## config.mk

```make
export PLATFORM = sky130hd
export DESIGN_NAME = mpc_ctrl
export DESIGN_NICKNAME = d
export VERILOG_FILES = /design/src/design/mpc_pkg.sv /design/src/design/mpc_ctrl.sv
export SDC_FILE = /design/constraint.sdc
export NUM_CORES = 1
export LEC_CHECK = 0
export BUFFER_PORTS_ARGS = -buffer_cell sky130_fd_sc_hd__buf_4
export CAP_MARGIN = 20
export CORE_AREA = 2 2 39 41
export DETAILED_ROUTE_END_ITERATION = 16
export DIE_AREA = 0 0 41 43
export HOLD_SLACK_MARGIN = 0.12
export PLACE_DENSITY = 0.55
export SYNTH_ARGS = -nofsm -noshare
export SYNTH_HDL_FRONTEND = slang
export SYNTH_SLANG_ARGS = --single-unit
```

## constraint.sdc

```tcl
create_clock -name clk -period 2.8 [get_ports clk]
set_input_delay 0.56 -clock clk [delete_from_list [all_inputs] [get_ports clk]]
set_output_delay 0.56 -clock clk [all_outputs]
set_load 0.03 [all_outputs]
```

## src/design/mpc_pkg.sv

```systemverilog
// Shared types and constants for the Mandelbrot pixel colour unit.
// Used by the register block, controller, datapath and top level.
package mpc_pkg;

	// Largest pixel index; larger coordinates are clamped to it.
	localparam int unsigned IMAGE_SIZE = 1024;
	localparam logic [9:0]  PIX_LAST   = 10'((IMAGE_SIZE > 1024) ? 1023 : IMAGE_SIZE - 1);

	localparam int unsigned FRAC_BITS = 28;

	// Register indexes (byte address / 4)
	localparam logic [2:0] REG_ORIGIN_REAL  = 3'd0;
	localparam logic [2:0] REG_ORIGIN_IMAG  = 3'd1;
	localparam logic [2:0] REG_PIXEL_PITCH  = 3'd2;
	localparam logic [2:0] REG_ITER_LIMIT   = 3'd3;
	localparam logic [2:0] REG_START_COUNT  = 3'd4;
	localparam logic [2:0] REG_ESCAPE_THR   = 3'd5;

	typedef struct packed {
		logic [31:0] origin_real;
		logic [31:0] origin_imag;
		logic [30:0] pixel_pitch;
		logic [9:0]  iteration_limit;
		logic [9:0]  start_count;
		logic [30:0] escape_threshold;
	} cfg_t;

	typedef enum logic [3:0] {
		ST_IDLE,
		ST_MAP,
		ST_CVAL,
		ST_MUL,
		ST_SUM,
		ST_UPD,
		ST_DIV,
		ST_DIV_WAIT,
		ST_DONE
	} state_t;

	typedef struct packed {
		logic capture;    // take the pixel coordinates
		logic map;        // pixel * pitch products
		logic cval;       // form c, clear z, load count
		logic mul;        // z products
		logic sum;        // squared sum and difference
		logic upd;        // escape decision and z update
		logic div_start;  // start the colour divide
		logic load_out;   // load the output register
	} dp_cmd_t;

	typedef struct packed {
		logic at_limit;
		logic escape;
		logic div_done;
		logic out_free;
	} dp_stat_t;

	// Clamp a wide signed value into a signed field of cw bits.
	function automatic logic signed [63:0] sat_coord(input logic signed [65:0] v,
			input int unsigned cw);
		logic signed [65:0] hi;
		logic signed [65:0] lo;
		hi = (66'sd1 <<< (cw - 1)) - 66'sd1;
		lo = -hi - 66'sd1;
		if (v > hi)
			return hi[63:0];
		else if (v < lo)
			return lo[63:0];
		else
			return v[63:0];
	endfunction

endpackage

```

## src/design/mpc_ctrl.sv

```systemverilog
// Controller state machine: sequences pixel mapping, iteration, divide and output.
// Depends on mpc_pkg for state_t and the command/status structs.
module mpc_ctrl
	import mpc_pkg::*;
(
	input  logic     clk,
	input  logic     arst_n,
	input  logic     pixel_valid,
	output logic     pixel_stall,
	input  dp_stat_t stat,
	output dp_cmd_t  cmd
);

	state_t state_q, state_d;

	always_ff @(posedge clk or negedge arst_n) begin
		if (!arst_n)
			state_q <= ST_IDLE;
		else
			state_q <= state_d;
	end

	always_comb begin
		state_d = state_q;
		unique case (state_q)
			ST_IDLE:     if (pixel_valid) state_d = ST_MAP;
			ST_MAP:      state_d = ST_CVAL;
			ST_CVAL:     state_d = ST_MUL;
			ST_MUL:      state_d = ST_SUM;
			ST_SUM:      state_d = ST_UPD;
			ST_UPD: begin
				priority if (stat.at_limit)
					state_d = ST_DONE;
				else if (stat.escape)
					state_d = ST_DIV;
				else
					state_d = ST_MUL;
			end
			ST_DIV:      state_d = ST_DIV_WAIT;
			ST_DIV_WAIT: if (stat.div_done) state_d = ST_DONE;
			ST_DONE:     if (stat.out_free) state_d = ST_IDLE;
			default:     state_d = ST_IDLE;
		endcase
	end

	always_comb begin
		cmd           = '0;
		pixel_stall   = 1'b1;
		unique case (state_q)
			ST_IDLE: begin
				pixel_stall = 1'b0;
				cmd.capture = pixel_valid;
			end
			ST_MAP:      cmd.map       = 1'b1;
			ST_CVAL:     cmd.cval      = 1'b1;
			ST_MUL:      cmd.mul       = 1'b1;
			ST_SUM:      cmd.sum       = 1'b1;
			ST_UPD:      cmd.upd       = 1'b1;
			ST_DIV:      cmd.div_start = 1'b1;
			ST_DIV_WAIT: ;
			ST_DONE:     cmd.load_out  = stat.out_free;
			default:     ;
		endcase
	end

`ifndef SYNTHESIS
	a_div_done_wait: assert property (@(posedge clk) disable iff (!arst_n)
		stat.div_done |-> state_q == ST_DIV_WAIT)
		else $error("divide finished outside its wait state");

	a_accept_map: assert property (@(posedge clk) disable iff (!arst_n)
		pixel_valid && !pixel_stall |=> state_q == ST_MAP)
		else $error("accepted pixel did not start mapping");
`endif

endmodule

```

* Word level (Yosys, flattened, before mapping) *
Index checks and enable logic that the tools add are counted.

cells by class
  eq/ne operators = 11
  muxes and demuxes = 15
  reductions and logical operators = 2

operators by type and width
  cell                count
  $pmux 4 s9          1
  $eq 4x3->1 const B  4
  $mux 4              4
  $mux 1              9
  $eq 4x2->1 const B  2
  $ne 2x2->1 const B  3
  $eq 4x1->1 const B  1
  $eq 4x4->1 const B  1
  $logic_not 4->1     1
  $mux 3              1
  $reduce_and 3->1    1

word-level totals
  bits in registers = 4
  output and inout bits = 9
  logic and storage cells = 29

* Longest topological paths before layout *
  word-level depth = 3
  gate-level depth with buffers = 4
  depth with buffers taken out = 3

* Worst setup path before layout *
No wires, ideal clock.

  path type = flip-flop to output port
  from = reg state_q[1]
  to = out cmd[6] in the netlist's numbering
  data arrival time = 1.290 ns
  slack = 0.950 ns
  stages on the path, launching flop included = 4
  path through = dfrtp_1 -> buf_6 -> nand2b_4 -> nor3_1

RTL lines
  item                      line            source
  start: declaration        mpc_ctrl.sv:14  state_t state_q, state_d;
  start signal: assignment  mpc_ctrl.sv:20  state_q <= state_d;
  end: declaration          mpc_ctrl.sv:11  output dp_cmd_t cmd

==> results by group <==
Status
  • Outcome: finished, final reports clean

Yosys
  • Yosys cell types: 19
  • Asr flop ratio synth: 100.0%
  • Post-synth top cells: nand2_1, nor2_1, dfrtp_1, nor3_1, nor2b_1
  • Post-synth top area share: 32.65%
  • Syn Inst Count: 39
  • Count leader, synth: nand2_1
  • Yosys top cell by area: dfrtp_1
  • Post-synthesis sequential area ratio: 32.65%
  • Number of synthesized flops with an enable pin: 0
  • Area contributors post-synth: dfrtp_1, nand2_1, nor3_1, nor2_1, nor2b_1
  • Flops & latches, synth: 4
  • Mean Syn Cell Area: 7.860 um2
  • Synth warnings: 0
  • Top_reg_cell synth: dfrtp_1
  • Mapped Nets: 46
  • Cell area after synthesis: 306.5 um2

Floorplanning
  • Std-Cell Rows: 14
  • Die width: 41 um
  • Ports: 16
  • Starting Density: 22.15%
  • Die area: 1763 um2
  • Core ar.: 1384 um2
  • Die H: 43 um

Timing
  • Worst-Margin Slew: 345.9 ps
  • Fin Setup TNS: 0 ps
  • Final hold viol count: 0
  • Fin worst setup slack: 925.0 ps
  • Fin. max-slew vios: 0
  • Max-slew headroom: 76.94%
  • Fin crit period: 1875 ps
  • Final Cycle Share: 66.97%
  • Setup-failing EPs final: 0
  • Final setup skew: 7.919 ps
  • Max Freq: 533.3 MHz
  • RSZ-0062 raised after global routing: no

Min path
  • Worst hold start: stat[0]
  • Hold worst-path end: state_q[3]
  • Worst hold path type: primary input to flip-flop
  • WHS Path Cells: 2

Worst setup path
  • CP delay by family, top: flip-flops
  • Worst R2R Path Depth: 3
  • RR Startpoint: state_q[1]
  • Crit path max fanout: 8
  • Crit end category: output pin
  • R2r endpoint: state_q[0]
  • Critical path, cell by cell: nor2_1 > and3_1 > buf_4
  • CP arrival: 1320 ps
  • WS Path Type: flip-flop to output pin
  • CP required: 2240 ps
  • R2R Setup Slk: 1610 ps
  • Buf/Inv on CP: 1
  • CP startpoint kind: flip-flop
  • CP max stage cell: dfrtp_1
  • Max incr delay on CP: 490 ps

Global route
  • Vias in the first global route: 272
  • First-pass GRT wire length: 1117 um
  • Initial antenna violation count: 0
  • Largest net degree at the start of global routing: 12
  • Global route overflow: 0
  • GRT Overall Usage: 9.045%

Layout
  • Design Area, Final: 452.9 um2
  • Largest reg by FF count: state_q
  • Fin nets: 65
  • Share of layout cells above drive strength 1: 37.50%
  • Final cell count without fillers: 72
  • Reg area: 100.1 um2
  • Biggest regs: state_q: 4 flops
  • Fillcell total: 143
  • Max FFs per register: 4
  • Syn-to-layout area delta: 47.75%
  • Utilization after layout: 32.73%
  • Antenna Cells: 0
  • Area of the multi-input gates: 183.9 um2

Placed design
  • Dpl hpwl: 581.4 um
  • Dpl ws: 1171 ps
  • Placed instance count: 68
  • I/O Buffers: 15
  • Post-DP Area: 420.4 um2
  • RePlAce Congestion: 0.7785

Detailed routing
  • Drt pass-1 iters: 2
  • Post-Route WL: 784 um
  • Initial drt markers: 2
  • ANT nets after route: 0
  • Vias per std cell: 4.639
  • DR WL/cell: 10.89 um
  • Via Count: 334
  • # DRC: 0

Clocking
  • Clk slew on worst S/H paths: 40 ps
  • CTS resizes: 0
  • Clock Latency Late Sink: 230 ps
  • Postcts setup bufs: 0
  • Clock Root Buffer: clkbuf_4
  • CTS tree: done
  • H-tree depth: 1
  • CTS Hold Bufs: 1
  • TritonCTS Buffers: 3
  • CTS sink cnt: 4
  • Clk buf depth: 2

Power
  • VDD IR-drop max: 0.0004175 V
  • Cell Pwr Density: 1207 nW/um2
  • Leakage: 0.2235 nW

Flow run
  • Max-cap check violation count: 0
-- worst max-delay path by stage --
stage              to  cells after the start       start  slack [ps]
2_1_floorplan  cmd[6]                      3  state_q[1]         950
6_report       cmd[0]                      3  state_q[0]         920
5_1_grt        cmd[0]                      3  state_q[1]         850
3_3_place_gp   cmd[0]                      3  state_q[0]        1170
4_1_cts        cmd[0]                      3  state_q[1]         920
3_5_place_dp   cmd[0]                      3  state_q[0]        1170
-- layout make-up --
type / count / share of cell area, %
clock buffer: 3 / 4.972
timing repair buffer: 16 / 27.07
inverter: 1 / 0.8287
tap: 16 / 4.420
multi-input combinational: 32 / 40.61
sequential: 4 / 22.10
-- metrics by stage --
step	power [mW]	hold slack, ps
after detailed placement	0.4785	356.4
after global routing	0.5854	530.3
final	0.5466	523.9
after CTS	0.5515	521.3
after global placement	0.4794	357.0
after floorplan	0.3858	264.4
-- cell usage in the layout, fill, tap and decap left out --
master,n
and3_1,2
nor3_1,4
a211oi_1,1
mux2i_1,1
a21oi_1,2
a21o_1,1
o32ai_1,2
nand2b_1,1
nor2b_1,3
dfrtp_1,4
nand2_1,6
nor2_1,5
dlygate4sd3_1,1
clkbuf_4,3
buf_4,15
inv_2,1
o21ai_0,1
and3_2,1
o22ai_1,1
nand2b_4,1
-- where the power goes --
part           internal, mW  switching, mW
clock network        0.0478         0.0217
registers            0.0833         0.0675
logic                 0.137          0.189
-- metal layers --
metal	up-vias	global-route usage [%]	wire length, um	part of all wire (%)
li1	171	-	-	-
met1	156	12.90	376	48
met2	7	13.75	376	48
met3	0	3.141	31	4.0
met4	0	0	0	0
met5	-	0	0	0
-- worst register-to-register path, cell delays in order (launching register included) --
cell and delay (ps):
dfrtp_1 520, nand2b_4 240, o32ai_1 100, a211oi_1 230
-- logic make-up after synthesis --
logic type             share of synthesized area [%]
AND/OR/NAND/NOR                                39.19
multiplexers                                   3.265
flip-flops                                     32.65
AO/OA/AOI/OAI                                  17.55
buffers and inverters                          7.346
(Power assumes the default switching activity.)
