File: src/design/mpc_pkg.sv
// Shared types and constants for the Mandelbrot pixel colour unit.
// Used by the register block, controller, datapath and top level.
package mpc_pkg;

	// Largest pixel index; larger coordinates are clamped to it.
	localparam int unsigned IMAGE_SIZE = 1024;
	localparam logic [9:0]  PIX_LAST   = 10'((IMAGE_SIZE > 1024) ? 1023 : IMAGE_SIZE - 1);

	localparam int unsigned FRAC_BITS = 28;

	// Register indexes (byte address / 4)
	localparam logic [2:0] REG_ORIGIN_REAL  = 3'd0;
	localparam logic [2:0] REG_ORIGIN_IMAG  = 3'd1;
	localparam logic [2:0] REG_PIXEL_PITCH  = 3'd2;
	localparam logic [2:0] REG_ITER_LIMIT   = 3'd3;
	localparam logic [2:0] REG_START_COUNT  = 3'd4;
	localparam logic [2:0] REG_ESCAPE_THR   = 3'd5;

	typedef struct packed {
		logic [31:0] origin_real;
		logic [31:0] origin_imag;
		logic [30:0] pixel_pitch;
		logic [9:0]  iteration_limit;
		logic [9:0]  start_count;
		logic [30:0] escape_threshold;
	} cfg_t;

	typedef enum logic [3:0] {
		ST_IDLE,
		ST_MAP,
		ST_CVAL,
		ST_MUL,
		ST_SUM,
		ST_UPD,
		ST_DIV,
		ST_DIV_WAIT,
		ST_DONE
	} state_t;

	typedef struct packed {
		logic capture;    // take the pixel coordinates
		logic map;        // pixel * pitch products
		logic cval;       // form c, clear z, load count
		logic mul;        // z products
		logic sum;        // squared sum and difference
		logic upd;        // escape decision and z update
		logic div_start;  // start the colour divide
		logic load_out;   // load the output register
	} dp_cmd_t;

	typedef struct packed {
		logic at_limit;
		logic escape;
		logic div_done;
		logic out_free;
	} dp_stat_t;

	// Clamp a wide signed value into a signed field of cw bits.
	function automatic logic signed [63:0] sat_coord(input logic signed [65:0] v,
			input int unsigned cw);
		logic signed [65:0] hi;
		logic signed [65:0] lo;
		hi = (66'sd1 <<< (cw - 1)) - 66'sd1;
		lo = -hi - 66'sd1;
		if (v > hi)
			return hi[63:0];
		else if (v < lo)
			return lo[63:0];
		else
			return v[63:0];
	endfunction

endpackage

File: src/design/mpc_cfg_regs.sv
// APB-style configuration registers of the Mandelbrot pixel colour unit.
// Depends on mpc_pkg for the register indexes and the cfg_t struct.
module mpc_cfg_regs
	import mpc_pkg::*;
(
	input  logic        clk,
	input  logic        arst_n,
	input  logic        psel,
	input  logic        penable,
	input  logic        pwrite,
	input  logic [4:0]  paddr,
	input  logic [31:0] pwdata,
	output logic [31:0] prdata,
	output logic        pready,
	output cfg_t        cfg
);

	cfg_t       cfg_q;
	logic       wr_en;
	logic [2:0] idx;

	assign pready = 1'b1;
	assign wr_en  = psel && penable && pwrite;
	assign idx    = paddr[4:2];
	assign cfg    = cfg_q;

	always_ff @(posedge clk or negedge arst_n) begin
		if (!arst_n) begin
			cfg_q.origin_real      <= '0;
			cfg_q.origin_imag      <= '0;
			cfg_q.pixel_pitch      <= 31'd2684354;
			cfg_q.iteration_limit  <= 10'd100;
			cfg_q.start_count      <= '0;
			cfg_q.escape_threshold <= 31'd1073741824;
		end else if (wr_en) begin
			unique case (idx)
				REG_ORIGIN_REAL: cfg_q.origin_real      <= pwdata;
				REG_ORIGIN_IMAG: cfg_q.origin_imag      <= pwdata;
				REG_PIXEL_PITCH: cfg_q.pixel_pitch      <= pwdata[30:0];
				REG_ITER_LIMIT:  cfg_q.iteration_limit  <= pwdata[9:0];
				REG_START_COUNT: cfg_q.start_count      <= pwdata[9:0];
				REG_ESCAPE_THR:  cfg_q.escape_threshold <= pwdata[30:0];
				default: ;
			endcase
		end
	end

	always_comb begin
		unique case (idx)
			REG_ORIGIN_REAL: prdata = cfg_q.origin_real;
			REG_ORIGIN_IMAG: prdata = cfg_q.origin_imag;
			REG_PIXEL_PITCH: prdata = {1'b0, cfg_q.pixel_pitch};
			REG_ITER_LIMIT:  prdata = {22'd0, cfg_q.iteration_limit};
			REG_START_COUNT: prdata = {22'd0, cfg_q.start_count};
			REG_ESCAPE_THR:  prdata = {1'b0, cfg_q.escape_threshold};
			default:         prdata = '0;
		endcase
	end

endmodule

File: config.mk
export PLATFORM = sky130hd
export DESIGN_NAME = mpc_cfg_regs
export DESIGN_NICKNAME = d
export VERILOG_FILES = /design/src/design/mpc_pkg.sv /design/src/design/mpc_cfg_regs.sv
export SDC_FILE = /design/constraint.sdc
export NUM_CORES = 1
export LEC_CHECK = 0
export ABC_AREA = 1
export BUFFER_PORTS_ARGS = -buffer_cell sky130_fd_sc_hd__buf_4
export CORE_UTILIZATION = 57
export CTS_BUF_LIST = sky130_fd_sc_hd__clkbuf_8
export DETAILED_ROUTE_END_ITERATION = 16
export PLACE_DENSITY = 0.95
export SETUP_SLACK_MARGIN = 0.1
export SLEW_MARGIN = 30
export SYNTH_ARGS = -nofsm -noshare
export SYNTH_HDL_FRONTEND = slang
export SYNTH_SLANG_ARGS = --single-unit
File: constraint.sdc
create_clock -name clk -period 4.6 [get_ports clk]
set_clock_uncertainty 0.05 [all_clocks]
set_input_delay 1.38 -clock clk [delete_from_list [all_inputs] [get_ports clk]]
set_output_delay 1.38 -clock clk [all_outputs]
set_load 0.005 [all_outputs]
**Yosys cells after proc, flatten, opt, wreduce, memory -nomap -nowiden**

Cells that the tools add are included.

- Input bits: 42
- Flip-flop bits (word level): 146
- Word-level logic and storage cells: 21

- Eq/ne operators: 5
- Muxes and demuxes: 1
- Reductions and logical operators: 9

Operators by type and width:

| operator | count |
|---|---|
| $pmux W32 S6 | 1 |
| $reduce_and A2 Y1 | 6 |
| $eq A3 B2 Y1 const B | 2 |
| $eq A3 B3 Y1 const B | 2 |
| $eq A3 B1 Y1 const B | 1 |
| $logic_not A3 Y1 | 1 |
| $logic_and A1 B1 Y1 | 2 |

**Logic depth before layout (Yosys ltp)**

- Word-level depth: 3
- Mapped depth: 7
- Depth with buffers taken out: 6

**Least setup slack after synthesis**

OpenSTA, ideal clock, no wires.

- Path kind: input -> output
- Start: input paddr[2]
- End: output prdata[31]
- Data required time: 3.170 ns
- Arrival: 2.131 ns
- Buffers on the path: 2
- Setup slack: 1.039 ns
- Stages: 5
- Cell sequence: buf_4 nor2_4 nand2_2 clkbuf_1 o21ai_0

- Word-level cells in the longest chain between the ends: 2
- Elaborated cells between the ends (all ways): 7
- Those cells by class: eq/ne (5); mux (1); reduce/logical (1)

RTL lines:

| what | RTL line | source |
|---|---|---|
| start: declaration | mpc_cfg_regs.sv:11 | `input logic [4:0] paddr,` |
| $eq A3 B3 Y1 (tied with other cells) | mpc_cfg_regs.sv:49 | `unique case (idx)` |
| $pmux W32 S6 (*) | mpc_cfg_regs.sv:49 |  |
| end: declaration | mpc_cfg_regs.sv:13 | `output logic [31:0] prdata,` |

Every way passes the cells marked *; elsewhere a longest branch is shown, timed or not.

**Final worst setup path**

- Start: input paddr[4]
- End: output prdata[18]

The elaborated chain is that of the path after synthesis.

==> flow_metrics.env <==
export IMPL_outcome="finished, final reports clean"
export IMPL_cp_required_ps=3170
export IMPL_clock_path_buffers=2
export IMPL_period_share_pct=90.6
export IMPL_antenna_found_initial=0
export IMPL_fp_dieArea_mm2=0.0127
export IMPL_drc=0
export IMPL_syn_nets=932
export IMPL_power_switching_mw=1.14
export IMPL_largest_reg_flops=146
export IMPL_critPathSlowestCell="inv_2"
export IMPL_worstMarginPinSlew_ps=951
export IMPL_track_usage_pct=33.7
export IMPL_cap_violations=0
export IMPL_crit_arrival_ps=2740
export IMPL_clkPwrFrac_pct=30.0
export IMPL_totalWireLength_um=21000
export IMPL_grt_busiest_layer="met2"
export IMPL_htreeDepth=4
export IMPL_hold_violations=0
export IMPL_cp_max_fo=22
export IMPL_gp_congestion=0.844
export IMPL_pwr_share_comb_pct=24.6
export IMPL_ioPinCount=221
export IMPL_rsz0062_at_grt="false"
export IMPL_use_met3_pct=6.80
export IMPL_crit_chain="buf_4, inv_2, nand3_1, buf_4, o21ai_0, inv_1, nand2_1, buf_4"
export IMPL_p_sw_share_pct=29.3
export IMPL_min_path_type="reg2reg"
export IMPL_start_util_pct=58.3
export IMPL_clock_sinks=146
export IMPL_cpPeakStageDelay_ps=330
export IMPL_critPathLaunchType="input port"
export IMPL_wl_per_cell_um=16.9
export IMPL_cts_tree="built"
export IMPL_grt_pass1_wl_um=33100
export IMPL_grt_max_degree=86
export IMPL_drive_gt1_share_pct=26.7
export IMPL_power_density_mw_per_mm2=425
export IMPL_yosys_warnings=0
export IMPL_cp_end_kind="output port"
export IMPL_path_common_cell="buf_4"
export IMPL_drtAntennaViolNets=0
export IMPL_p_leak_nw=4.92
export IMPL_dp_hpwl_um=13600
export IMPL_path_class="in2out"
export IMPL_cts_resized=0
export IMPL_p_int_mw=2.74
export IMPL_ctsHoldBuffers=0
export IMPL_met2_usage_pct=54.0
export IMPL_port_buffers=217
export IMPL_gr_usage_met1_pct=43.5
export IMPL_root_buffer="clkbuf_8"
export IMPL_overflow=0
export IMPL_antennaDiodeCount=0
export IMPL_ys_types=21
export IMPL_finalMaxSlewViolations=0
export IMPL_synth_area_per_cell_um2=7.83
export IMPL_ys_seq_area_share_pct=52.7
export IMPL_drt_iter0_markers=801
export IMPL_cts_buffers_inserted=17
export IMPL_dr_pass1_iters=5
export IMPL_final_setup_viol_count=0
export IMPL_clk_pin_slew_worst_paths_ps=80
export IMPL_die_h_um=113
export IMPL_via_per_inst=5.67
export IMPL_layout_nets=1126
export IMPL_syn_area_mm2=0.00697
export IMPL_ys_ff_latch=146
export IMPL_syn_inst=890
export IMPL_tns_ps=0
export IMPL_seqPwrFrac_pct=45.4
export IMPL_vdd_drop_max_v=0.000234
export IMPL_rows=40
export IMPL_area_delta_synth_final_pct=30.8
export IMPL_vias=7054
export IMPL_final_common_cell="nand2_1"
export IMPL_slew_headroom_pct=36.4
export IMPL_insertion_delay_ps=430
export IMPL_fmax_mhz=240
export IMPL_core_area_mm2=0.0120
export IMPL_die_x_um=113
export IMPL_worst_hold_slack_ps=438
export IMPL_min_period_ps=4170
export IMPL_post_cts_buffers=0
export IMPL_grt_pass1_vias=6564
export IMPL_final_cell_mix="260 x nand2_1, 228 x buf_4, 131 x dfrtp_1, 109 x inv_1, 99 x o21ai_0"
[cell families after synthesis]
kind of cell	Yosys count	synth area share, %
AOI/OAI and AO/OA	194	13.9
buffers and inverters	169	10.2
DFF	146	52.7
other	1	0.0538
and+or+nand+nor	380	23.1
[path summary, 6_finish.rpt]
path                                startpoint                  end  cells past startpoint  slack (ps)
setup / recovery                      paddr[4]           prdata[18]                      8         430
hold / removal             cfg[57]$_DFFE_PN1P_  cfg[57]$_DFFE_PN1P_                      2         440
setup reg to reg           cfg[43]$_DFFE_PN1P_  cfg[43]$_DFFE_PN1P_                      2        3730
hold reg to reg            cfg[57]$_DFFE_PN1P_  cfg[57]$_DFFE_PN1P_                      2         440
max in group asynchronous               arst_n  cfg[59]$_DFFE_PN1P_                      2        2690
min in group asynchronous               arst_n  cfg[86]$_DFFE_PN0P_                      1         930
[metrics by stage]
| stage | setup slack, ps | instance area [µm²] | power [mW] | utilization, % | std cells |
|---|---|---|---|---|---|
| final | 433 | 9120 | 3.87 | 76.2 | 1244 |
| after global routing | 355 | 9120 | 4.06 | 76.2 | 1244 |
| after CTS | 477 | 9120 | 3.87 | 76.2 | 1244 |
| after detailed placement | 483 | 8650 | 2.72 | 72.3 | 1212 |
| after global placement | 514 | 8650 | 2.67 | 72.3 | 1212 |
| after floorplan | 1040 | 6970 | 2.08 | - | 890 |
[final cells by class]
| type | count | area (µm²) |
|---|---|---|
| Clock buffer | 20 | 275 |
| Clock inverter | 12 | 189 |
| Fill cell | 847 | 2850 |
| Inverter | 112 | 420 |
| Multi-Input combinational cell | 575 | 2590 |
| Sequential cell | 146 | 3670 |
| Tap cell | 147 | 184 |
| Timing Repair Buffer | 232 | 1780 |
[metal layers]
metal  part of all wire, %  wire length, µm
met5                     0                0
met4                   4.3              905
met3                   8.6             1810
met2                    48            10100
met1                    39             8240
[synth_stat cells (all sizes together)]
cell | instances | area, µm²
nand2 | 263 | 1000
o21ai | 168 | 841
dfrtp | 131 | 3280
inv | 112 | 420
nand3 | 47 | 245
nor2 | 41 | 186
buf | 39 | 221
nand4 | 29 | 181
a21oi | 26 | 130
clkbuf | 18 | 67.6
dfstp | 15 | 394
conb | 1 | 3.75
[worst max-delay path, delay by kind of cell]
family / cells / cell delay (ps)
compound gates: 1 / 230
simple gates: 2 / 200
buf+inv: 5 / 920
[power groups by stage]
stage	sequential, mW	combinational (mW)	clock, mW
after floorplan	1.76	0.323	0
after detailed placement	1.77	0.948	0
after global routing	1.78	1.05	1.23
after global placement	1.76	0.914	0
after CTS	1.75	0.955	1.17
final	1.76	0.954	1.16
Power figures use the tool's default switching activity.
